===== src/hw/rtl/sad_tm_pkg.sv =====
// Shared types and constants for the SAD template matcher.
// No dependencies; imported by the walker, the accumulator, the top level, the checker and the testbench.
`timescale 1ns / 1ps
`default_nettype none

package sad_tm_pkg;

  // Request kinds carried on the input tuser.
  typedef enum logic [1:0] {
    REQ_IMAGE  = 2'd0,
    REQ_TMPL   = 2'd1,
    REQ_SEARCH = 2'd2
  } req_e;

  localparam int unsigned SadW = 28;
  localparam logic [SadW-1:0] SadMax = {SadW{1'b1}};

  // Flags that travel with each element read through the pipeline.
  typedef struct packed {
    logic valid;  // an element pair is in flight
    logic first;  // first element of a placement
    logic last;   // last element of a placement
    logic fin;    // last element of the last placement
  } tag_t;

endpackage

`default_nettype wire


===== src/hw/rtl/sad_tm_accum.sv =====
// Difference, accumulate and best-placement stages behind the element memories.
// Depends on sad_tm_pkg.
`timescale 1ns / 1ps
`default_nettype none

module sad_tm_accum #(
  parameter int unsigned ValueW = 16,
  parameter int unsigned RowW   = 6,
  parameter int unsigned ColW   = 6
) (
  input  wire logic                    clk_i,
  input  wire logic                    rst_ni,
  input  wire logic                    start_i,
  input  wire sad_tm_pkg::tag_t        tag_i,
  input  wire logic [RowW-1:0]         pos_row_i,
  input  wire logic [ColW-1:0]         pos_col_i,
  input  wire logic [ValueW-1:0]       img_rdata_i,
  input  wire logic [ValueW-1:0]       tmp_rdata_i,
  output logic                         done_o,
  output logic [RowW-1:0]              best_row_o,
  output logic [ColW-1:0]              best_col_o,
  output logic [sad_tm_pkg::SadW-1:0]  best_sad_o
);

  import sad_tm_pkg::*;

  localparam int unsigned DiffW = ValueW + 1;
  localparam int unsigned AccW  = ((DiffW > SadW) ? DiffW : SadW) + 1;

  tag_t            tag1_q, tag2_q, tag3_q;
  logic [RowW-1:0] row1_q, row2_q, row3_q;
  logic [ColW-1:0] col1_q, col2_q, col3_q;

  logic signed [DiffW-1:0] diff_s;
  logic        [DiffW-1:0] diff_d, diff_q;
  logic        [AccW-1:0]  sum;
  logic        [SadW-1:0]  acc_d, acc_q;
  logic                    have_q, done_q;
  logic        [SadW-1:0]  best_q;
  logic        [RowW-1:0]  brow_q;
  logic        [ColW-1:0]  bcol_q;

  // Stage 1 lines the tags up with the registered memory data.
  always_ff @(posedge clk_i or negedge rst_ni) begin
    if (!rst_ni) begin
      tag1_q <= '0;
      tag2_q <= '0;
      tag3_q <= '0;
    end else begin
      tag1_q <= tag_i;
      tag2_q <= tag1_q;
      tag3_q <= tag2_q;
    end
  end

  always_ff @(posedge clk_i) begin
    row1_q <= pos_row_i;
    col1_q <= pos_col_i;
    row2_q <= row1_q;
    col2_q <= col1_q;
    row3_q <= row2_q;
    col3_q <= col2_q;
  end

  // Stage 2: absolute difference of the two signed elements.
  always_comb begin
    diff_s = $signed({img_rdata_i[ValueW-1], img_rdata_i})
           - $signed({tmp_rdata_i[ValueW-1], tmp_rdata_i});
    diff_d = diff_s[DiffW-1] ? DiffW'(-diff_s) : DiffW'(diff_s);
  end

  always_ff @(posedge clk_i) begin
    diff_q <= diff_d;
  end

  // Stage 3: running sum, saturating; partial sums only grow.
  always_comb begin
    sum   = (tag2_q.first ? '0 : AccW'(acc_q)) + AccW'(diff_q);
    acc_d = (sum > AccW'(SadMax)) ? SadMax : SadW'(sum);
  end

  always_ff @(posedge clk_i) begin
    if (tag2_q.valid) begin
      acc_q <= acc_d;
    end
  end

  // Stage 4: keep the first placement with the strictly smallest sum.
  always_ff @(posedge clk_i or negedge rst_ni) begin
    if (!rst_ni) begin
      have_q <= 1'b0;
      done_q <= 1'b0;
    end else begin
      done_q <= tag3_q.valid && tag3_q.fin;
      if (start_i) begin
        have_q <= 1'b0;
      end else if (tag3_q.valid && tag3_q.last) begin
        have_q <= 1'b1;
      end
    end
  end

  always_ff @(posedge clk_i) begin
    if (tag3_q.valid && tag3_q.last && (!have_q || (acc_q < best_q))) begin
      best_q <= acc_q;
      brow_q <= row3_q;
      bcol_q <= col3_q;
    end
  end

  assign done_o     = done_q;
  assign best_row_o = brow_q;
  assign best_col_o = bcol_q;
  assign best_sad_o = best_q;

endmodule

`default_nettype wire


===== config.mk =====
export PLATFORM = sky130hd
export DESIGN_NAME = sad_tm_accum
export DESIGN_NICKNAME = d
export VERILOG_FILES = /design/src/hw/rtl/sad_tm_pkg.sv /design/src/hw/rtl/sad_tm_accum.sv
export SDC_FILE = /design/constraint.sdc
export NUM_CORES = 1
export LEC_CHECK = 0
export ABC_AREA = 1
export BUFFER_PORTS_ARGS = -buffer_cell sky130_fd_sc_hd__buf_2
export CELL_PAD_IN_SITES_DETAIL_PLACEMENT = 0
export CELL_PAD_IN_SITES_GLOBAL_PLACEMENT = 1
export CORE_MARGIN = 2
export CORE_UTILIZATION = 41
export CTS_BUF_LIST = sky130_fd_sc_hd__clkbuf_8
export CTS_CLUSTER_DIAMETER = 80
export CTS_CLUSTER_SIZE = 25
export DETAILED_ROUTE_END_ITERATION = 8
export PLACE_DENSITY_LB_ADDON = 0.1
export SYNTH_ARGS = -nofsm -noshare
export SYNTH_HDL_FRONTEND = slang
export SYNTH_SLANG_ARGS = --single-unit

===== constraint.sdc =====
create_clock -name clk_i -period 3.6 [get_ports clk_i]
set_input_delay 0.72 -clock clk_i [delete_from_list [all_inputs] [get_ports clk_i]]
set_output_delay 0.72 -clock clk_i [all_outputs]
set_load 0.02 [all_outputs]

* After elaboration in Yosys (flattened, before gate mapping)
Index checks and enable logic that the tools add are counted.
** Storage, ports and cells
- Output and inout bits :: 41
- Bits in registers :: 134
** Operators by class
- Muxes and demuxes :: 4
- $add $sub $neg :: 3
- Reduce and logical (&&, ||, !) cells :: 6
- Magnitude comparators :: 2
** Operators with widths (number)
- adder 28 x 17 -> 29 bit :: 1
- greater-than comparator 29 x 28 -> 1 bit (second input constant) :: 1
- < comparator 28 bit :: 1
- two-way mux 28 bit :: 1
- negator 17 bit :: 1
- subtractor 16 x 16 -> 17 bit :: 1
- two-way mux 16 bit :: 1
- logical AND 1 bit :: 3
- two-way mux 1 bit :: 2
- nonzero test 2 bit :: 1
- logical NOT 1 bit :: 1
- logical OR 1 bit :: 1

* Logic depth before layout (Yosys ltp)
Gate-level depths: netlist of the first run.
- Depth in word-level cells :: 3
- Depth in mapped cells :: 17

* Least setup slack after synthesis of the first run
OpenSTA, ideal clock, no wires.
- Path type :: register -> register
- Start point :: register best_q[15], in the netlist best_sad_o[15]
- End point :: register bcol_q[0], in the netlist best_col_o[0], enable pin
- Required time :: 3.149 ns
- Cell stages (with the launch flop) :: 9
- Library setup time :: 0.451 ns
- Setup slack :: -0.148 ns
- Arrival :: 3.298 ns
- Clock period less this slack :: 3.748 ns
- Cell sequence :: edfxtp_1 inv_1 ha_1 a21oi_1 o21a_1 o221ai_1 a21oi_1 nand2_1 a21oi_1
** On the way
- Word-level cells in the longest chain between the ends :: 3
** RTL lines
- start, declared :: RTL line sad_tm_accum.sv:39 : logic [SadW-1:0] best_q;
- start signal, assigned :: RTL line sad_tm_accum.sv:105 : best_q <= acc_q;
- < comparator 28 bit :: RTL line sad_tm_accum.sv:104 : if (tag3_q.valid && tag3_q.last && (!have_q || (acc_q < best_q))) begin
- logical OR 1 bit :: RTL line sad_tm_accum.sv:104
- logical AND 1 bit :: RTL line sad_tm_accum.sv:104
- end signal, assigned :: RTL line sad_tm_accum.sv:107 : bcol_q <= col3_q;
- end, declared :: RTL line sad_tm_accum.sv:41 : logic [ColW-1:0] bcol_q;
No other way between the ends.
A chain may end at the register's enable or synchronous reset.

* Worst setup path after layout of the first run
- Start point :: register tag2_q[2] in the netlist's numbering
- End point :: register acc_q[21], data pin
** On the way
- Word-level cells in the longest chain between the ends :: 3
** RTL lines
- start, declared :: RTL line sad_tm_accum.sv:30 : tag_t tag1_q, tag2_q, tag3_q;
- start signal, assigned :: RTL line sad_tm_accum.sv:51 : tag2_q <= tag1_q;
- two-way mux 28 bit * :: RTL line sad_tm_accum.sv:78 : sum = (tag2_q.first ? '0 : AccW'(acc_q)) + AccW'(diff_q);
- adder 28 x 17 -> 29 bit * :: RTL line sad_tm_accum.sv:78
- greater-than comparator 29 x 28 -> 1 bit :: RTL line sad_tm_accum.sv:79 : acc_d = (sum > AccW'(SadMax)) ? SadMax : SadW'(sum);
- end signal, assigned :: RTL line sad_tm_accum.sv:84 : acc_q <= acc_d;
- end, declared :: RTL line sad_tm_accum.sv:37 : logic [SadW-1:0] acc_d, acc_q;
Every way passes the cells marked *; elsewhere a longest branch is shown, timed or not.

==> impl_metrics.yaml, run 1 <==
timing:
  fin_tns_setup_ns: 0
  finClkSkew_ns: 0.02133
  finalHoldViolations: 0
  fin_crit_ns: 3.074
  tightestPinTransition_ns: 1.235
  rsz0062_at_grt: "no"
  timing.slew.headroom_pct: 17.67
  setup_violations: 0
  post-route-period-util_pct: 85.40
  slew_violations: 0
  max_freq_mhz: 325.3
worst_setup_path:
  r2r_setup_slack_ns: 0.53
  path_buf_inv: 0
  cp.arrival_ns: 3.24
  crit-reg2reg-launch: "tag2_q[2]$_DFF_PN0_"
  worst-path-stages: 12
  critical_path.slowest_cell: "dfrtp_1"
  crit_path_frequent_cell: "nand2_2"
  critPathMaxStageDelay_ns: 0.85
  cp-startpoint: "tag2_q[2]$_DFF_PN0_"
  critPathMaxFanout: 24
  crit_family: "flip-flops"
  r2r_cells: 12
  reg2reg_to: "acc_q[21]$_SDFFCE_PN1P_"
  worstSetupPathType: "register to register"
  required_ns: 3.77
  worstPathCellList: "nor2_1 > ha_1 > a21oi_1 > o21ai_2 > nand2_1 > nand2_2 > nand2_1 > nand2_2 > a21oi_2 > o21ai_4 > nand2_2 > o21ai_0"
  crit_end: "acc_q[21]$_SDFFCE_PN1P_"
  end_kind: "register"
  cp-start-kind: "register"
logic_synthesis:
  ys_types: 46
  ys_ff_latch: 134
  synth_area_sq_mm: 0.007091
  synthArstFlopShare_pct: 9.701
  synth_cells: 791
  synth_edf_count: 68
  syn_nets: 905
  ys_seq_area_share_pct: 48.35
  synth_flop_cell: "edfxtp_1"
  postSynthAreaPerCell_sq_um: 8.964
  yosys_warnings: 0
power:
  swShare_pct: 36.48
  pwr-share-clk_pct: 24.7
  p_int_mw: 3.075
  p_comb_share_pct: 32.3
  power.static_leakage_nw: 4.011
  ir_drop_uv: 286.5
  power_per_cell_area_mw_per_mm2: 590.3
  p_seq_share_pct: 43.0
  switchingPower_mw: 1.766
  p_total_mw: 4.841
finish:
  syn_to_final_growth_pct: 15.65
  final_common_cell: "nand2_1"
  most-common-layout-cells: "nand2_1, inv_1, buf_2"
  drive_gt1_share_pct: 18.42
  diodes: 0
  final_nets: 1013
cts:
  cts_root_buf: "clkbuf_8"
  cts_tree: "yes"
  cts_setup_buffers: 0
  cts_num_sinks: 134
  insertion_delay_ns: 0.45
  cts-resized-gates: 0
  numCtsBuffers: 17
  postCtsHoldBufs: 0
  cts_buffer_depth: 2
  h-tree-depth: 4
  path_clk_slew_ns: 0.09
global_route:
  antenna_found_initial: 0
  grt_max_degree: 30
  grtUsageTotal_pct: 16.43
  overflow: 0
  grt_pass1_wl_um: 23780
  first_global_vias: 5202
floorplanning:
  dieHeight_um: 135.5
  die_area_sq_mm: 0.01836
  num_rows: 48
  die_w_um: 135.5
  pin_count: 92
  start_util_pct: 41.43
  coreArea_sq_mm: 0.01712
drt:
  vias_per_cell: 4.677
  ant_nets: 0
  drt_iter0_drc: 227
  routed_wl_um: 14140
  drcViolationCount: 0
  dr.pass1.iters: 5
  vias: 5318
  routedWlPerCell_um: 12.44
place:
  hpwlAfterDp_um: 11150
  io_buffers: 91
  gp_congestion: 0.9038
run_status:
  status: "finished clean"
hold_path:
  hp-class: "primary input to async pin"
job:
  drv_cap: 0
[kinds of logic (layout without fill, tap and decap cells)]
group	after synthesis	after routing	share of synthesized area, %
xor gates and xnor gates	28	28	3.565
buffers and inverters	148	269	8.188
DFF	134	134	48.35
adders and majority gates	63	63	11.33
AOI/OAI and AO/OA	90	90	7.535
and+or+nand+nor	328	328	21.03
[routing by layer]
metal / global-route usage [%] / wire (um) / vias up
li1: - / - / 2792
met1: 20.83 / 6584 / 2392
met2: 27.13 / 6692 / 108
met3: 3.966 / 532 / 26
met4: 6.539 / 333 / 0
met5: 0 / 0 / -
[registers in the layout (all words and copies together) (netlist names), 3 cells and up]
| register | flops |
|---|---|
| acc_q | 28 |
| best_col_o | 6 |
| best_row_o | 6 |
| best_sad_o | 28 |
| col1_q | 6 |
| col2_q | 6 |
| col3_q | 6 |
| diff_q | 17 |
| row1_q | 6 |
| row2_q | 6 |
| row3_q | 6 |
| tag1_q | 4 |
| tag2_q | 4 |
| tag3_q | 3 |
[power by group through the flow]
stage	clock [mW]	sequential, mW	combinational, mW
3_5_place_dp	0	2.12	1.57
5_1_grt	1.30	2.12	1.79
4_1_cts	1.24	2.09	1.58
3_3_place_gp	0	2.11	1.55
6_report	1.20	2.08	1.56
2_1_floorplan	0	2.11	1.18
[Yosys cell counts (3+ instances only)]
library cell | number | share of area, %
a21o_1 | 3 | 0.32
a21oi_1 | 47 | 3.3
dfrtp_1 | 13 | 4.6
dfxtp_1 | 53 | 15
edfxtp_1 | 68 | 29
ha_1 | 61 | 11
inv_1 | 139 | 7.4
inv_2 | 3 | 0.16
nand2_1 | 161 | 8.5
nand2_2 | 12 | 1.1
nand3_1 | 43 | 3.0
nand3_2 | 8 | 1.1
nand3b_1 | 6 | 0.64
nand4_1 | 9 | 0.79
nor2_1 | 69 | 3.7
nor2_2 | 3 | 0.26
nor3_1 | 8 | 0.56
o21a_1 | 8 | 0.85
o21ai_0 | 11 | 0.78
o21ai_1 | 5 | 0.35
o21ai_2 | 3 | 0.37
xnor2_1 | 14 | 1.7
xor2_1 | 13 | 1.6
[per-stage QoR]
stage / util [%] / cells / area [sq um] / worst slack [ns] / hold slack, ns
3_5_place_dp: 45.69 / 1105 / 7821 / 0.4946 / 0.3121
3_3_place_gp: 45.69 / 1105 / 7821 / 0.5491 / 0.3102
5_1_grt: 47.91 / 1137 / 8200 / 0.1781 / 0.1427
2_1_floorplan: - / 791 / 7094 / 0.6499 / 0.3096
4_1_cts: 47.91 / 1137 / 8200 / 0.4934 / 0.1220
6_report: 47.91 / 1137 / 8200 / 0.5258 / 0.1404
[worst min path at each step]
stage	start	end	slack, ns	cells after the start
finish	rst_ni	tag2_q[2]$_DFF_PN0_	0.14	1
global route	rst_ni	tag1_q[1]$_DFF_PN0_	0.14	1
CTS	rst_ni	tag2_q[2]$_DFF_PN0_	0.12	1
detailed placement	row1_q[5]$_DFF_P_	row2_q[5]$_DFF_P_	0.31	0
global placement	row2_q[5]$_DFF_P_	row3_q[5]$_DFF_P_	0.31	0
floorplan	col1_q[0]$_DFF_P_	col2_q[0]$_DFF_P_	0.31	0
[final cells by class]
cell class,count,area (sq um)
sequential,134,3428
tap,225,281.5
clock buffer,18,247.7
fill,1715,8916
clock inverter,14,131.4
timing repair buffer,95,485.5
multi-input combinational,509,3093
inverter,142,533.0
[worst register-to-register path, cell delays in order, from the launching register on]
cell	delay, ns
dfrtp_1	0.85
nor2_1	0.15
ha_1	0.36
a21oi_1	0.19
o21ai_2	0.09
nand2_1	0.08
nand2_2	0.07
nand2_1	0.08
nand2_2	0.08
a21oi_2	0.24
o21ai_4	0.10
nand2_2	0.36
o21ai_0	0.15
Note: power is estimated with default switching activity, not from simulation.
==> run 2: changes to the inputs <==
--- a/config.mk
+++ b/config.mk
@@ -12,3 +12,3 @@
 export CORE_MARGIN = 2
-export CORE_UTILIZATION = 41
+export CORE_UTILIZATION = 49
 export CTS_BUF_LIST = sky130_fd_sc_hd__clkbuf_8
@@ -18,2 +18,3 @@
 export PLACE_DENSITY_LB_ADDON = 0.1
+export SLEW_MARGIN = 20
 export SYNTH_ARGS = -nofsm -noshare
==> constraint.sdc (replaced) <==
create_clock -name clk_i -period 3.65 [get_ports clk_i]
set_input_delay 0 -clock clk_i [delete_from_list [all_inputs] [get_ports clk_i]]
set_output_delay 0 -clock clk_i [all_outputs]
set_load 0.02 [all_outputs]
==> run 2 against run 1 <==
  * Total power is 2.4% higher
  * Clock-buffer cell count shrank 1
  * Clock skew down 0.0085 ns
  * Register-to-register slack gained 0.18 ns
  * Hold slack worse by 0.089 ns
  * Die area shrank 16%
  * Sequential power about the same
  * Clock power grew 11%
  * Critical path depth rose by 1
  * Cell count decreased by 2.3%
  * Sequential cell count unchanged
  * Global-route usage rose by 2.8 points
  * Critical path type unchanged
  * Largest power group unchanged
==> impl_metrics.yaml, run 2 (same netlist as run 1, synthesis figures left out) <==
run_status:
  status: "finished clean"
worst_setup_path:
  r2r_cells: 13
  cp.arrival_ns: 3.25
  crit-reg2reg-launch: "tag2_q[2]$_DFF_PN0_"
  reg2reg_to: "acc_q[19]$_SDFFCE_PN1P_"
  critical_path.slowest_cell: "dfrtp_1"
  crit_family: "simple AND/OR/NAND/NOR gates"
  end_kind: "register"
  critPathMaxStageDelay_ns: 0.59
  cp-start-kind: "register"
  path_buf_inv: 1
  crit_path_frequent_cell: "nand2_2"
  critPathMaxFanout: 24
  r2r_setup_slack_ns: 0.70
  required_ns: 3.95
  worstPathCellList: "nor2_1 > ha_1 > inv_1 > fa_1 > o21ai_2 > nand2_1 > nand2_2 > nand2_1 > nand2_2 > a21oi_2 > o21ai_4 > nand2_2 > nand3_1"
  worstSetupPathType: "register to register"
cts:
  cts-resized-gates: 0
  cts_num_sinks: 134
  h-tree-depth: 4
  cts_tree: "yes"
  cts_buffer_depth: 2
  cts_root_buf: "clkbuf_8"
  numCtsBuffers: 17
  cts_setup_buffers: 0
  postCtsHoldBufs: 21
  insertion_delay_ns: 0.45
  path_clk_slew_ns: 0.09
finish:
  syn_to_final_growth_pct: 18.56
  diodes: 0
  most-common-layout-cells: "nand2_1, inv_1, buf_2"
  final_nets: 1032
  design_area_sq_mm: 0.008407
  drive_gt1_share_pct: 17.94
  stdcell_count: 1111
  fin_util_pct: 60.10
  final_common_cell: "nand2_1"
floorplanning:
  dieHeight_um: 124.3
  die_w_um: 124.3
  num_rows: 43
  coreArea_sq_mm: 0.01399
  start_util_pct: 50.69
  pin_count: 92
  die_area_sq_mm: 0.01545
drt:
  vias_per_cell: 4.793
  drt_iter0_drc: 222
  routed_wl_um: 14260
  routedWlPerCell_um: 12.84
  vias: 5325
  dr.pass1.iters: 4
  ant_nets: 0
  drcViolationCount: 0
power:
  ir_drop_uv: 449.9
  power_per_cell_area_mw_per_mm2: 589.4
  p_total_mw: 4.955
  power.static_leakage_nw: 4.113
timing:
  finalHoldViolations: 0
  hold_slack_ns: 0.05166
  rsz0062_at_grt: "no"
  fin_crit_ns: 2.947
  finClkSkew_ns: 0.01285
  tightestPinTransition_ns: 0.6267
  setup_violations: 0
  post-route-period-util_pct: 80.73
  fin_tns_setup_ns: 0
  fin_ws_ns: 0.7032
  slew_violations: 0
  max_freq_mhz: 339.4
  timing.slew.headroom_pct: 58.22
place:
  dpl_cell_area_sq_mm: 0.007762
  io_buffers: 91
  gp_congestion: 0.8298
  dp_slack_ns: 0.7030
  hpwlAfterDp_um: 10870
  dp_cells: 1058
global_route:
  antenna_found_initial: 0
  grt_pass1_wl_um: 24400
  grt_max_degree: 30
  grtUsageTotal_pct: 19.23
  first_global_vias: 5298
  overflow: 0
job:
  drv_cap: 0
hold_path:
  hp-class: "primary input to register"
  holdPathStages: 4
  hold-path-endpoint: "diff_q[1]$_DFF_P_"
  min-delay-start: "img_rdata_i[1]"
run 2: cell count changes in the layout (fill, tap and decap cells not counted):
cell           change
inv_8              -1
inv_6              +1
buf_12             +1
dfrtp_2            +1
clkinv_2           -1
bufinv_16          +2
buf_4              -3
dlygate4sd3_1     +21
clkinv_8           +2
dfrtp_1            -1
clkinv_4           -2
clkbuf_8           -1
run 2: cell type report:
type	count	area, sq um
Clock inverter	15	198.9
Multi-Input combinational cell	509	3093
Tap cell	180	225.2
Clock buffer	17	234.0
Sequential cell	134	3430
Inverter	142	533.0
Fill cell	1264	5582
Timing Repair Buffer	114	693.2
run 2: metal layers:
metal  part of all wire [%]  track usage, %  up-vias
met5                      0               0        -
met4                    1.3           6.345        0
met3                    4.3           4.210       17
met2                     46           31.24      122
met1                     48           25.65     2349
li1                       -               -     2837
run 2: how the worst max path moves through the flow:
stage	start	to	slack [ns]	cells after the start
2_1_floorplan	best_sad_o[15]$_DFFE_PP_	best_col_o[0]$_DFFE_PP_	0.70	8
3_5_place_dp	tag2_q[2]$_DFF_PN0_	acc_q[21]$_SDFFCE_PN1P_	0.70	12
3_3_place_gp	tag2_q[2]$_DFF_PN0_	acc_q[21]$_SDFFCE_PN1P_	0.83	12
5_1_grt	tag2_q[2]$_DFF_PN0_	acc_q[17]$_SDFFCE_PN1P_	0.47	12
4_1_cts	tag2_q[2]$_DFF_PN0_	acc_q[19]$_SDFFCE_PN1P_	0.69	13
6_report	tag2_q[2]$_DFF_PN0_	acc_q[19]$_SDFFCE_PN1P_	0.70	13
run 2: worst register-to-register path, cell delays in order, from the launching register on:
cell,delay (ns)
dfrtp_1,0.59
nor2_1,0.20
ha_1,0.18
inv_1,0.06
fa_1,0.42
o21ai_2,0.20
nand2_1,0.09
nand2_2,0.09
nand2_1,0.07
nand2_2,0.10
a21oi_2,0.10
o21ai_4,0.20
nand2_2,0.30
nand3_1,0.21
run 2: power breakdown:
group | switching (mW) | internal [mW] | total [mW]
combinational | 0.953 | 0.625 | 1.58
sequential | 0.146 | 1.90 | 2.05
clock | 0.679 | 0.650 | 1.33
