--- config.mk ---
export PLATFORM = sky130hd
export DESIGN_NAME = sad_tm_walk
export DESIGN_NICKNAME = d
export VERILOG_FILES = /design/src/hw/rtl/sad_tm_pkg.sv /design/src/hw/rtl/sad_tm_walk.sv
export SDC_FILE = /design/constraint.sdc
export NUM_CORES = 1
export LEC_CHECK = 0
export BUFFER_PORTS_ARGS = -buffer_cell sky130_fd_sc_hd__buf_2
export CORE_MARGIN = 1
export CORE_UTILIZATION = 40
export DETAILED_ROUTE_END_ITERATION = 6
export SLEW_MARGIN = 20
export SYNTH_ARGS = -nofsm -noshare
export SYNTH_HDL_FRONTEND = slang
export SYNTH_SLANG_ARGS = --single-unit
export TNS_END_PERCENT = 30
--- constraint.sdc ---
create_clock -name clk_i -period 3 [get_ports clk_i]
set_clock_uncertainty 0.15 [all_clocks]
set_input_delay 0.15 -clock clk_i [delete_from_list [all_inputs] [get_ports clk_i]]
set_output_delay 0.15 -clock clk_i [all_outputs]
set_load 0.02 [all_outputs]
--- src/hw/rtl/sad_tm_pkg.sv ---
// Shared types and constants for the SAD template matcher.
// No dependencies; imported by the walker, the accumulator, the top level, the checker and the testbench.
`timescale 1ns / 1ps
`default_nettype none

package sad_tm_pkg;

  // Request kinds carried on the input tuser.
  typedef enum logic [1:0] {
    REQ_IMAGE  = 2'd0,
    REQ_TMPL   = 2'd1,
    REQ_SEARCH = 2'd2
  } req_e;

  localparam int unsigned SadW = 28;
  localparam logic [SadW-1:0] SadMax = {SadW{1'b1}};

  // Flags that travel with each element read through the pipeline.
  typedef struct packed {
    logic valid;  // an element pair is in flight
    logic first;  // first element of a placement
    logic last;   // last element of a placement
    logic fin;    // last element of the last placement
  } tag_t;

endpackage

`default_nettype wire

--- src/hw/rtl/sad_tm_walk.sv ---
// Placement walker: steps through every placement and every template element,
// issuing one image and one template read a cycle. Depends on sad_tm_pkg.
`timescale 1ns / 1ps
`default_nettype none

module sad_tm_walk #(
  parameter int unsigned MaxRows = 64,
  parameter int unsigned MaxCols = 64,
  parameter int unsigned RowW    = (MaxRows > 1) ? $clog2(MaxRows) : 1,
  parameter int unsigned ColW    = (MaxCols > 1) ? $clog2(MaxCols) : 1,
  parameter int unsigned RowSzW  = $clog2(MaxRows + 1),
  parameter int unsigned ColSzW  = $clog2(MaxCols + 1),
  parameter int unsigned AddrW   = (MaxRows * MaxCols > 1) ? $clog2(MaxRows * MaxCols) : 1
) (
  input  wire logic              clk_i,
  input  wire logic              rst_ni,
  input  wire logic              start_i,
  input  wire logic [RowSzW-1:0] ir_i,
  input  wire logic [ColSzW-1:0] ic_i,
  input  wire logic [RowSzW-1:0] tr_i,
  input  wire logic [ColSzW-1:0] tc_i,
  output logic      [AddrW-1:0]  img_addr_o,
  output logic      [AddrW-1:0]  tmp_addr_o,
  output sad_tm_pkg::tag_t       tag_o,
  output logic      [RowW-1:0]   pos_row_o,
  output logic      [ColW-1:0]   pos_col_o
);

  import sad_tm_pkg::*;

  localparam logic [AddrW-1:0] ColsK = AddrW'(MaxCols);

  logic            run_q, run_d;
  logic [RowW-1:0] i_q, i_d, x_q, x_d, lim_i_q, lim_i_d, tr_m1_q, tr_m1_d;
  logic [ColW-1:0] j_q, j_d, y_q, y_d, lim_j_q, lim_j_d, tc_m1_q, tc_m1_d;
  logic [RowW:0]   img_row;
  logic [ColW:0]   img_col;
  logic            y_end, x_end, j_end, i_end;

  assign y_end = (y_q == tc_m1_q);
  assign x_end = (x_q == tr_m1_q);
  assign j_end = (j_q == lim_j_q);
  assign i_end = (i_q == lim_i_q);

  always_comb begin
    run_d   = run_q;
    i_d     = i_q;
    j_d     = j_q;
    x_d     = x_q;
    y_d     = y_q;
    lim_i_d = lim_i_q;
    lim_j_d = lim_j_q;
    tr_m1_d = tr_m1_q;
    tc_m1_d = tc_m1_q;
    if (start_i) begin
      run_d   = 1'b1;
      i_d     = '0;
      j_d     = '0;
      x_d     = '0;
      y_d     = '0;
      lim_i_d = RowW'(ir_i - tr_i);
      lim_j_d = ColW'(ic_i - tc_i);
      tr_m1_d = RowW'(tr_i - RowSzW'(1));
      tc_m1_d = ColW'(tc_i - ColSzW'(1));
    end else if (run_q) begin
      if (!y_end) begin
        y_d = y_q + ColW'(1);
      end else begin
        y_d = '0;
        if (!x_end) begin
          x_d = x_q + RowW'(1);
        end else begin
          x_d = '0;
          if (!j_end) begin
            j_d = j_q + ColW'(1);
          end else begin
            j_d = '0;
            if (!i_end) begin
              i_d = i_q + RowW'(1);
            end else begin
              run_d = 1'b0;
            end
          end
        end
      end
    end
  end

  always_ff @(posedge clk_i or negedge rst_ni) begin
    if (!rst_ni) begin
      run_q   <= 1'b0;
      i_q     <= '0;
      j_q     <= '0;
      x_q     <= '0;
      y_q     <= '0;
      lim_i_q <= '0;
      lim_j_q <= '0;
      tr_m1_q <= '0;
      tc_m1_q <= '0;
    end else begin
      run_q   <= run_d;
      i_q     <= i_d;
      j_q     <= j_d;
      x_q     <= x_d;
      y_q     <= y_d;
      lim_i_q <= lim_i_d;
      lim_j_q <= lim_j_d;
      tr_m1_q <= tr_m1_d;
      tc_m1_q <= tc_m1_d;
    end
  end

  assign img_row = {1'b0, i_q} + {1'b0, x_q};
  assign img_col = {1'b0, j_q} + {1'b0, y_q};

  assign img_addr_o = AddrW'(img_row) * ColsK + AddrW'(img_col);
  assign tmp_addr_o = AddrW'(x_q) * ColsK + AddrW'(y_q);

  assign tag_o.valid = run_q;
  assign tag_o.first = (x_q == '0) && (y_q == '0);
  assign tag_o.last  = x_end && y_end;
  assign tag_o.fin   = x_end && y_end && j_end && i_end;
  assign pos_row_o   = i_q;
  assign pos_col_o   = j_q;

endmodule

`default_nettype wire

# Word-level counts from Yosys, hierarchy flattened
# Index checks and enable logic that the tools add are counted.
[word_totals]
register_bits = 49
out_inout_bits = 40
word_cells = 63
[classes]
add_sub_neg = 12
eq_ne = 5
muxes = 24
n_reduce_logical = 13
[ops]
columns = ["cell", "count"]
rows = [
  ["$mux W6", 18],
  ["$add A6 B1 Y6 const B", 4],
  ["$eq A6 B6 Y1", 4],
  ["$add A12 B6 Y12", 1],
  ["$add A12 B7 Y12", 1],
  ["$logic_not A6 Y1", 2],
  ["$sub A6 B1 Y6 const B", 2],
  ["$sub A6 B6 Y6", 2],
  ["$reduce_bool A2 Y1", 4],
  ["$add A6 B6 Y7", 1],
  ["$add A6 B6 Y6", 1],
  ["$mux W1", 6],
  ["$reduce_and A5 Y1", 1],
  ["$logic_and A1 B1 Y1", 4],
  ["$reduce_and A3 Y1", 1],
  ["$ne A2 B2 Y1 const B", 1],
  ["$reduce_and A2 Y1", 1],
]

# Longest topological paths before layout
# Gate-level depths: netlist (run 1).
[logic_depth]
ltp_word = 7
ltp_mapped = 8
mapped_depth_nobuf = 8

# Least setup slack after synthesis (run 1)
# No wires, ideal clock.
[synth_timing]
path_type = "register to output"
startpoint = "reg x_q[0]"
endpoint = "out img_addr_o[11]"
arrival_ps = 2142
path_slack_ps = 558
path_stages_with_launch = 8
path_buffers = 0
path_cell_list = "dfrtp_1 > ha_1 > fa_1 > xor2_1 > and3_1 > and2_1 > nand3_1 > xnor2_1"
[synth_between]
elab_chain_len = 2
[synth_rtl]
columns = ["element", "line_no", "rtl"]
rows = [
  ["from (decl)", "sad_tm_walk.sv:34", "logic [RowW-1:0] i_q, i_d, x_q, x_d, lim_i_q, lim_i_d, tr_m1_q, tr_m1_d;"],
  ["from (signal assigned)", "sad_tm_walk.sv:94", "x_q <= '0;"],
  ["from (signal assigned)", "sad_tm_walk.sv:104", "x_q <= x_d;"],
  ["$add A6 B6 Y6", "sad_tm_walk.sv:113", "assign img_row = {1'b0, i_q} + {1'b0, x_q};"],
  ["$add A12 B7 Y12", "sad_tm_walk.sv:116", "assign img_addr_o = AddrW'(img_row) * ColsK + AddrW'(img_col);"],
  ["to (decl)", "sad_tm_walk.sv:22", "output logic [AddrW-1:0] img_addr_o,"],
]
# No other way between the ends.

# Final worst setup path (run 1)
[layout_timing]
startpoint = "reg j_q[0], in the netlist pos_col_o[0]"
endpoint = "out img_addr_o[8]"
[layout_between]
elab_chain_len = 2
[layout_rtl]
columns = ["element", "line_no", "rtl"]
rows = [
  ["from (decl)", "sad_tm_walk.sv:35", "logic [ColW-1:0] j_q, j_d, y_q, y_d, lim_j_q, lim_j_d, tc_m1_q, tc_m1_d;"],
  ["from (signal assigned)", "sad_tm_walk.sv:103", "j_q <= j_d;"],
  ["$add A6 B6 Y7", "sad_tm_walk.sv:114", "assign img_col = {1'b0, j_q} + {1'b0, y_q};"],
  ["$add A12 B7 Y12", "sad_tm_walk.sv:116", ""],
]
# No other way between the ends.

==> out/summary.txt, run 1 <==
root buffer cell: clkbuf_8
area of the multi-input gates: 2102 µm²
setup_tns: 0 ns
Starting Density: 42.03%
kind of critical path: reg2out
Area Overhead vs Synth: 17.92%
syn avg cell area: 9.178 µm²
first-pass GRT wire length: 12,920 µm
Die X: 95.62 µm
Final Slew Violations: 0
Setup crit start kind: flip-flop
WL final: 7777 µm
post_cts resized: 0
area of the core: 8341 µm²
vias in the first global route: 2,667
# nets final: 518
clock sinks: 49
Tot Pwr: 0.001844 W
gpl congestion: 0.7790
Lkg Pwr: 2.106 nW
unrepaired setup endpoints after global routing: false
largest family of logic cells by synthesized area: simple AND/OR/NAND/NOR gates
DP HPWL: 6151 µm
simple-gate portion of the synthesized area: 16.31%
Top Ports: 71
largest net degree at the start of global routing: 35
Setup Buffers After CTS: 0
CP Capture Type: output pin
sequential area share after synthesis: 34.98%
share of the synthesized area in the top cell type: 34.98%
Clk pwr share: 29.9%
multiplexer share of the synthesized area: 4.889%
Vias/cell: 5.025
CP required: 2.70 ns
CTS Hold Bufs: 3
top cells by area, synth: dfrtp_1, ha_1, xnor2_1, xor2_1, a21oi_1
status: finished, final reports clean
top_reg_cell synth: dfrtp_1
top-count cell post-synth: dfrtp_1
DR iter-0 viols: 81
Switching Share: 30.94%
flops & latches, synth: 49
initial antenna violation count: 0
Synth Net Count: 446
DRC violations left: 0
Clock Latency Late Sink: 0.30 ns
final setup violation count: 0
sequential share of power: 43.9%
Layout fillers: 805
DR pass1 iterations: 4
Fmax: 365.7 MHz
Cell variety after synth: 41
Fin. Hold Viols: 0
Tmin final: 2.734 ns
Die H: 95.62 µm
peak supply drop: 199.1 µV
area leader, netlist: dfrtp_1
final core utilization: 49.57%
FF-to-FF setup slack: 0.58 ns
worst hold slack: 0.01355 ns
internal power: 0.001273 W
clk buf depth: 2
Post-Syn Area: 3506 µm²
Die ar.: 9143 µm²
Design Area, Final: 4134 µm²
Post-Synth XOR/XNOR Area: 13.99%
drt wl/cell: 13.89 µm
net load switching power: 0.0005705 W
asr flop ratio synth: 100.0%
compound-cell area share of the yosys netlist: 12.13%
Reg clk slew, reported paths: 0.09 ns
placed cell area: 3970 µm²
Num CTS Buffers: 5
Vias: 2,814
Port Buf Inserts: 66
worst hold path class: in2reg
Adder-Cell Fraction of Synth Area: 12.63%
CTS tree: done
EDFF count, synth: 0
share of cells above drive strength 1: 20.44%
Power Dens Cells: 446.0 nW/µm²
synthesized instance count: 382
worst path arrival time: 2.43 ns
Least-Margin Pin Slew: 0.6735 ns
H-tree Lvls: 2
register area: 1226 µm²
max cap viols: 0
antenna viol nets, final: 0
GRT Overall Usage: 18.42%
Combinational Power Share: 26.2%
final worst-path cycle share: 91.14%
Slew HR: 54.63%
n_diodes: 0
Worst Path Max Fanout: 7
Ys Warns: 0
most frequent cells after synthesis: dfrtp_1, inv_1, xnor2_1, nor2_1, ha_1
row cnt: 33
gr ovfl total: 0
power by group through the flow:
stage          sequential [W]  combinational [W]  clock, W
3_3_place_gp         0.000821           0.000474         0
5_1_grt              0.000825           0.000544  0.000590
3_5_place_dp         0.000825           0.000485         0
6_report             0.000810           0.000482  0.000551
4_1_cts              0.000811           0.000490  0.000563
2_1_floorplan        0.000827           0.000324         0
critical path, stage by stage, from the launching register on:
cell and delay, ns:
dfrtp_1 0.46, ha_1 0.25, fa_1 0.40, a21oi_1 0.16, nor2_1 0.06, nor2_1 0.16
o21ai_0 0.21, nand3_1 0.15, xnor2_1 0.11, buf_2 0.17
logic make-up after synthesis:
family / Yosys count
compound gates: 75
fa+ha+maj: 33
mux: 16
xor+xnor: 56
simple gates: 107
flops: 49
buf+inv: 46
per-stage QoR:
step / worst slack [ns] / instances
3_3_place_gp: 0.5948 / 549
6_report: 0.2658 / 560
4_1_cts: 0.2316 / 560
3_5_place_dp: 0.5771 / 549
5_1_grt: 0.06924 / 560
2_1_floorplan: 0.5585 / 382
sequential cells by signal, indices dropped and copies added, names as in the netlist:
name	cells
run_q	1
x_q	6
lim_i_q	6
y_q	6
tr_m1_q	6
pos_row_o	6
pos_col_o	6
lim_j_q	6
tc_m1_q	6
layer usage:
layer	up-vias	part of all wire (%)	track usage (%)	wire length, µm
met3	6	2.9	2.313	228
met5	-	0	0	0
met1	1308	49	25.02	3840
met4	0	1.2	5.597	94
met2	55	46	30.54	3614
li1	1445	-	-	-
layout make-up:
type / instances / area share [%]
multi-input combinational: 287 / 50.85
sequential: 49 / 29.66
timing repair buffer: 75 / 9.806
inverter: 36 / 3.269
tap: 105 / 3.178
clock buffer: 5 / 1.665
clock inverter: 3 / 1.574
cell usage in the layout, fill, tap and decap left out, drive strengths merged, types with 4 or more instances in the layout:
master,count
clkbuf,5
fa,4
or3,6
xor2,25
nand2b,5
nor2,30
nor2b,4
mux2i,7
nand3,14
and3,6
nand2,23
xnor2,31
nor4,4
inv,35
buf,72
nor3,4
o21ai,28
and2,4
ha,29
mux2,9
a21oi,28
dfrtp,49
o31ai,8
final timing paths:
check,to,depth (start not counted),from
max in group asynchronous,tc_m1_q[0],3,rst_ni
min in group asynchronous,y_q[0],2,rst_ni
worst min-delay path,y_q[1],2,start_i
worst min register to register,tr_m1_q[1],2,tr_m1_q[1]
worst max register to register,pos_row_o[5],6,y_q[3]
worst max-delay path,img_addr_o[8],9,pos_col_o[0]
No activity file was read; power rests on OpenSTA's default activity.
==> run 2, diff against run 1 <==
Settings changed: HOLD_SLACK_MARGIN set to 0.08.
Clock period 3 ns to 2.2 ns, I/O delays scaled along.
==> run 2 against run 1 <==
Effect of this change: non-clock buffer count increased by 52; combinational power increased by 74%; via count increased by 7.6%; sequential power increased by 35%; clock power decreased by 8.0%; first-iteration DRC count increased by 49%; hold slack improved by 0.080 ns; core utilization increased by 8.2 points; routed wire length increased by 6.7%; largest power group unchanged; clock-buffer cell count increased by 1; the flow now finishes with violations (negative setup slack); highest routed layer unchanged; setup slack got worse by 0.51 ns.
==> out/summary.txt, run 2 (synthesis results as in run 1) <==
Tmin final: 2.440 ns
CP Capture Type: output pin
kind of critical path: reg2out
WL final: 8300 µm (+6.7%)
unrepaired setup endpoints after global routing: true
Fmax: 409.8 MHz
worst path arrival time: 2.18 ns (-0.25 ns)
final core utilization: 57.77% (+8.2 points)
row cnt: 33 (unchanged)
first-pass GRT wire length: 13,870 µm (+7.3%)
most frequent cells in the layout: buf_2, buf_4, dfrtp_1, inv_1, nor2_1
clock sinks: 49 (unchanged)
DR iter-0 viols: 121 (+49%)
DRC violations left: 0 (unchanged)
drt wl/cell: 13.56 µm (-2.3%)
initial antenna violation count: 0 (unchanged)
PnR worst setup slack: -0.2401 ns (-0.5059 ns)
largest net degree at the start of global routing: 38 (+8.6%)
critical-path cell list: ha_4 > fa_2 > xor2_2 > and3_4 > buf_4 > buf_4 > nand2_2 > xnor2_2 > buf_4
final setup violation count: 9 (+9)
n_diodes: 0 (unchanged)
Worst Path Max Fanout: 2 (-5)
Hold Path Depth: 4 (+2)
CP Launch Point: pos_row_o[0]
# nets final: 570 (+10%)
Final Slew Violations: 0 (unchanged)
Area Overhead vs Synth: 37.44%
H-tree Lvls: 2 (unchanged)
vias in the first global route: 3,027 (+13%)
antenna viol nets, final: 0 (unchanged)
GRT Overall Usage: 19.57% (+1.1 points)
Power Dens Cells: 504.3 nW/µm² (+13%)
most used cell, CP: buf_4
R2R cell count: 6 (unchanged)
DP HPWL: 6521 µm (+6.0%)
share of cells above drive strength 1: 34.91% (+14 points)
root buffer cell: clkbuf_8
Tot Pwr: 0.002430 W (+32%)
Vias/cell: 4.948 (-1.5%)
Die ar.: 9143 µm² (unchanged)
CP required: 1.94 ns (-0.76 ns)
final worst-path cycle share: 110.9%
CP peak stage delay: 0.43 ns (-0.03 ns)
setup_tns: -1.143 ns (-1.143 ns)
Num CTS Buffers: 5 (unchanged)
Lkg Pwr: 2.392 nW (+14%)
Setup crit start kind: flip-flop
Die X: 95.62 µm (unchanged)
CTS tree: done
Starting Density: 42.03% (unchanged)
Least-Margin Pin Slew: 0.8038 ns (+0.1303 ns)
area of the core: 8341 µm² (unchanged)
Slew HR: 46.41% (-8.2 points)
hold_sp: tc_i[3]
Fin. Hold Viols: 0 (unchanged)
gpl congestion: 0.8147 (+4.6%)
DR pass1 iterations: 4 (unchanged)
Top Ports: 71 (unchanged)
Port Buf Inserts: 66 (unchanged)
Die H: 95.62 µm (unchanged)
worst hold path class: in2reg
gr ovfl total: 0 (unchanged)
commonest non-fill, non-tap cell in the layout: buf_2
clk buf depth: 2 (unchanged)
max cap viols: 0 (unchanged)
failing checks: negative setup slack
Reg clk slew, reported paths: 0.08 ns (about the same)
status: finished, violations left
Clock Latency Late Sink: 0.30 ns (about the same)
worst r2r src: y_q[4]
peak supply drop: 252.9 µV (+27%)
Vias: 3,028 (+7.6%)
CP max stage cell: dfrtp_2
==> run 2: cell types whose count changed in the layout (fill, tap and decap cells not counted), sizes merged <==
| cell | delta |
|---|---|
| bufinv | -2 |
| clkinv | +1 |
| clkbuf | +1 |
| dlygate4sd3 | +15 |
| buf | +37 |
==> run 2: worst paths after layout <==
check,endpoint,slack [ns]
worst max-delay path,img_addr_o[9],-0.24
worst min-delay path,tc_m1_q[3],0.09
worst max register to register,pos_row_o[5],-0.02
worst min register to register,tr_m1_q[1],0.37
max in group asynchronous,x_q[3],0.99
min in group asynchronous,lim_j_q[0],0.29
==> run 2: what timing repair did <==
item,CTS,global route
endpoints found under the setup margin,13,20
resized for setup,28,25
hold buffers,18,0
endpoints found under the hold margin,51,0
setup buffers,3,3
pin swaps,21,9
==> run 2: area by class of cell <==
cell class	count	area (µm²)
inverters	36	135.1
clock buffers	6	72.57
flip-flops and latches	49	1239
fillers	770	3522
repair buffers	127	862.1
clock inverters	2	10.01
multi-input cells	287	2369
well taps	105	131.4
==> run 2: through the flow <==
stage	hold WS (ns)	cells	setup slack [ns]	cell area, µm²
after global routing	0.1267	612	-0.3258	4818
after detailed placement	0.1032	580	-0.08383	4284
after floorplan	-0.3356	382	-0.07012	3587
after CTS	0.1046	609	-0.2564	4688
after global placement	0.09472	580	-0.03330	4284
final	0.09371	612	-0.2401	4818
==> run 2: worst max-delay path, delay by kind of cell (launching register included) <==
| family | cells | cell delay [ns] |
|---|---|---|
| XOR/XNOR | 2 | 0.27 |
| adder cells (fa/ha/maj) | 2 | 0.54 |
| buffers and inverters | 3 | 0.40 |
| flip-flops | 1 | 0.43 |
| AND/OR/NAND/NOR | 2 | 0.25 |
==> run 2: layer usage <==
layer	share of wire, %	vias to the layer above	track usage (%)
met4	0.76	0	4.353
li1	-	1544	-
met2	48	68	32.92
met3	3.9	5	2.552
met5	0	-	0
met1	48	1411	26.77
==> run 2: report_power, final <==
part	internal [W]	total [W]	switching, W
combinational	0.000405	0.000837	0.000432
sequential	0.000998	0.00109	0.0000881
clock	0.000221	0.000507	0.000286
total	0.00162	0.00243	0.000806
==> run 3, diff against run 2 <==
Settings changed: CTS_BUF_LIST set to sky130_fd_sc_hd__clkbuf_16.
==> run 3 against run 2 <==
Effect of this change: the run still ends with negative setup slack left; maximum frequency is 0.81% higher; flip-flop and latch count stayed put; die area stayed put; setup slack better by 0.020 ns; cell count is 0.33% lower; power is 8.9% higher; cell area is 0.70% higher; sequential share of layout area is 0.18 points lower; non-clock buffer count is 2 lower; first-iteration DRC count is 6.6% lower.
==> out/summary.txt, run 3 (synthesis results as in run 1) <==
largest net degree at the start of global routing: 38 (unchanged)
Least-Margin Pin Slew: 0.8201 ns (+0.01629 ns)
Worst Path Max Fanout: 2 (unchanged)
first-pass GRT wire length: 14,000 µm (+0.94%)
Die ar.: 9143 µm² (unchanged)
Post-Place Cells: 580 (unchanged)
Lkg Pwr: 2.414 nW (+0.91%)
setup_tns: -0.9490 ns (+0.1942 ns)
Tot Pwr: 0.002647 W (+8.9%)
Post-Layout Cell Count: 610 (-0.33%)
area of the core: 8341 µm² (unchanged)
final setup violation count: 8 (-1)
CP peak stage delay: 0.43 ns (about the same)
Slew HR: 45.33% (-1.1 points)
share of cells above drive strength 1: 35.05% (+0.14 points)
Clock Latency Late Sink: 0.28 ns (-0.02 ns)
Tmin final: 2.421 ns (-0.01953 ns)
Fmax: 413.1 MHz (+0.81%)
most frequent cells in the layout: buf_2, buf_4, dfrtp_1, inv_1, nor2_1
Num CTS Buffers: 5 (unchanged)
CTS tree: done
peak supply drop: 329.7 µV (+30%)
WL final: 8440 µm (+1.7%)
DRC violations left: 0 (unchanged)
vias in the first global route: 3,065 (+1.3%)
DR pass1 iterations: 4 (unchanged)
Vias: 3,032 (+0.13%)
initial antenna violation count: 0 (unchanged)
Top Ports: 71 (unchanged)
failing checks: negative setup slack
Port Buf Inserts: 66 (unchanged)
CP required: 1.94 ns (about the same)
Reg clk slew, reported paths: 0.06 ns (-0.02 ns)
DR iter-0 viols: 113 (-6.6%)
Crit path max-delay family: adder cells
placed cell area: 4284 µm² (unchanged)
status: finished, violations left
H-tree Lvls: 2 (unchanged)
commonest non-fill, non-tap cell in the layout: buf_2
final worst-path cycle share: 110.0% (-0.89 points)
critical-path cell list: ha_4 > fa_2 > xor2_2 > and3_4 > buf_4 > buf_4 > nand2_2 > xnor2_2 > buf_4
antenna viol nets, final: 0 (unchanged)
worst path arrival time: 2.16 ns (-0.02 ns)
row cnt: 33 (unchanged)
unrepaired setup endpoints after global routing: true
Fin. Hold Viols: 0 (unchanged)
n_diodes: 0 (unchanged)
drt wl/cell: 13.84 µm (+2.0%)
GRT Overall Usage: 19.88% (+0.31 points)
root buffer cell: clkbuf_16
max cap viols: 0 (unchanged)
clock sinks: 49 (unchanged)
Starting Density: 42.03% (unchanged)
most used cell, CP: buf_4
Layout fillers: 765 (-0.65%)
PnR worst setup slack: -0.2205 ns (+0.01953 ns)
DP HPWL: 6521 µm (unchanged)
CP Capture Type: output pin
Final Slew Violations: 0 (unchanged)
Vias/cell: 4.970 (+0.46%)
kind of critical path: reg2out
Setup crit start kind: flip-flop
gpl congestion: 0.8147 (unchanged)
Power Dens Cells: 545.6 nW/µm² (+8.2%)
# nets final: 568 (-0.35%)
Die H: 95.62 µm (unchanged)
gr ovfl total: 0 (unchanged)
worst hold path class: in2reg
Design Area, Final: 4852 µm² (+0.70%)
WP buf/inv: 3 (unchanged)
Area Overhead vs Synth: 38.40%
Die X: 95.62 µm (unchanged)
clk buf depth: 2 (unchanged)
CP max stage cell: dfrtp_2
run 3: final cells by class:
| type | count | area [µm²] | area share, % |
|---|---|---|---|
| repair buffers | 125 | 839.6 | 17.30 |
| multi-input cells | 287 | 2369 | 48.81 |
| flip-flops and latches | 49 | 1239 | 25.53 |
| well taps | 105 | 131.4 | 2.708 |
| clock buffers | 5 | 125.1 | 2.579 |
| inverters | 36 | 135.1 | 2.785 |
| clock inverters | 3 | 13.76 | 0.2837 |
run 3: stage by stage:
step	hold slack (ns)	utilization (%)	setup slack, ns
floorplan	-0.3356	-	-0.07012
global placement	0.09472	51.37	-0.03330
detailed placement	0.1032	51.37	-0.08383
CTS	0.09543	56.50	-0.2328
global route	0.1065	58.18	-0.2993
finish	0.1008	58.18	-0.2205
run 3: what timing repair did:
item	in CTS	in global routing
gates resized for setup	26	28
endpoints found under the hold margin	50	0
hold buffers	16	0
setup endpoints to repair	13	20
buffers inserted	3	3
pin swaps	21	10
run 3: layer usage:
layer / up-vias / global-route usage [%] / routed length [µm]
met1: 1413 / 26.65 / 4009
met2: 69 / 33.15 / 4032
li1: 1542 / - / -
met5: - / 0 / 0
met4: 0 / 5.846 / 95
met3: 8 / 2.951 / 303
run 3: worst paths after layout:
| kind | startpoint | endpoint | slack (ns) | depth (start not counted) |
|---|---|---|---|---|
| min in group asynchronous | rst_ni | lim_j_q[0] | 0.31 | 2 |
| setup / recovery | pos_row_o[0] | img_addr_o[9] | -0.22 | 9 |
| hold / removal | tc_i[4] | tc_m1_q[4] | 0.10 | 4 |
| hold reg to reg | tr_m1_q[1] | tr_m1_q[1] | 0.36 | 2 |
| setup reg to reg | y_q[4] | pos_row_o[5] | -0.01 | 6 |
| max in group asynchronous | rst_ni | x_q[3] | 0.95 | 3 |
run 3: power by group:
group | switching [W] | internal, W
sequential | 0.0000901 | 0.00100
clock | 0.000310 | 0.000413
combinational | 0.000435 | 0.000400
total | 0.000835 | 0.00181
run 3: worst register-to-register path, cell delays in order, from the launching register on:
cell,delay [ns]
dfrtp_2,0.49
xor2_2,0.19
nor4_4,0.32
and4_4,0.28
nand4_4,0.13
or4_1,0.43
a21oi_1,0.15
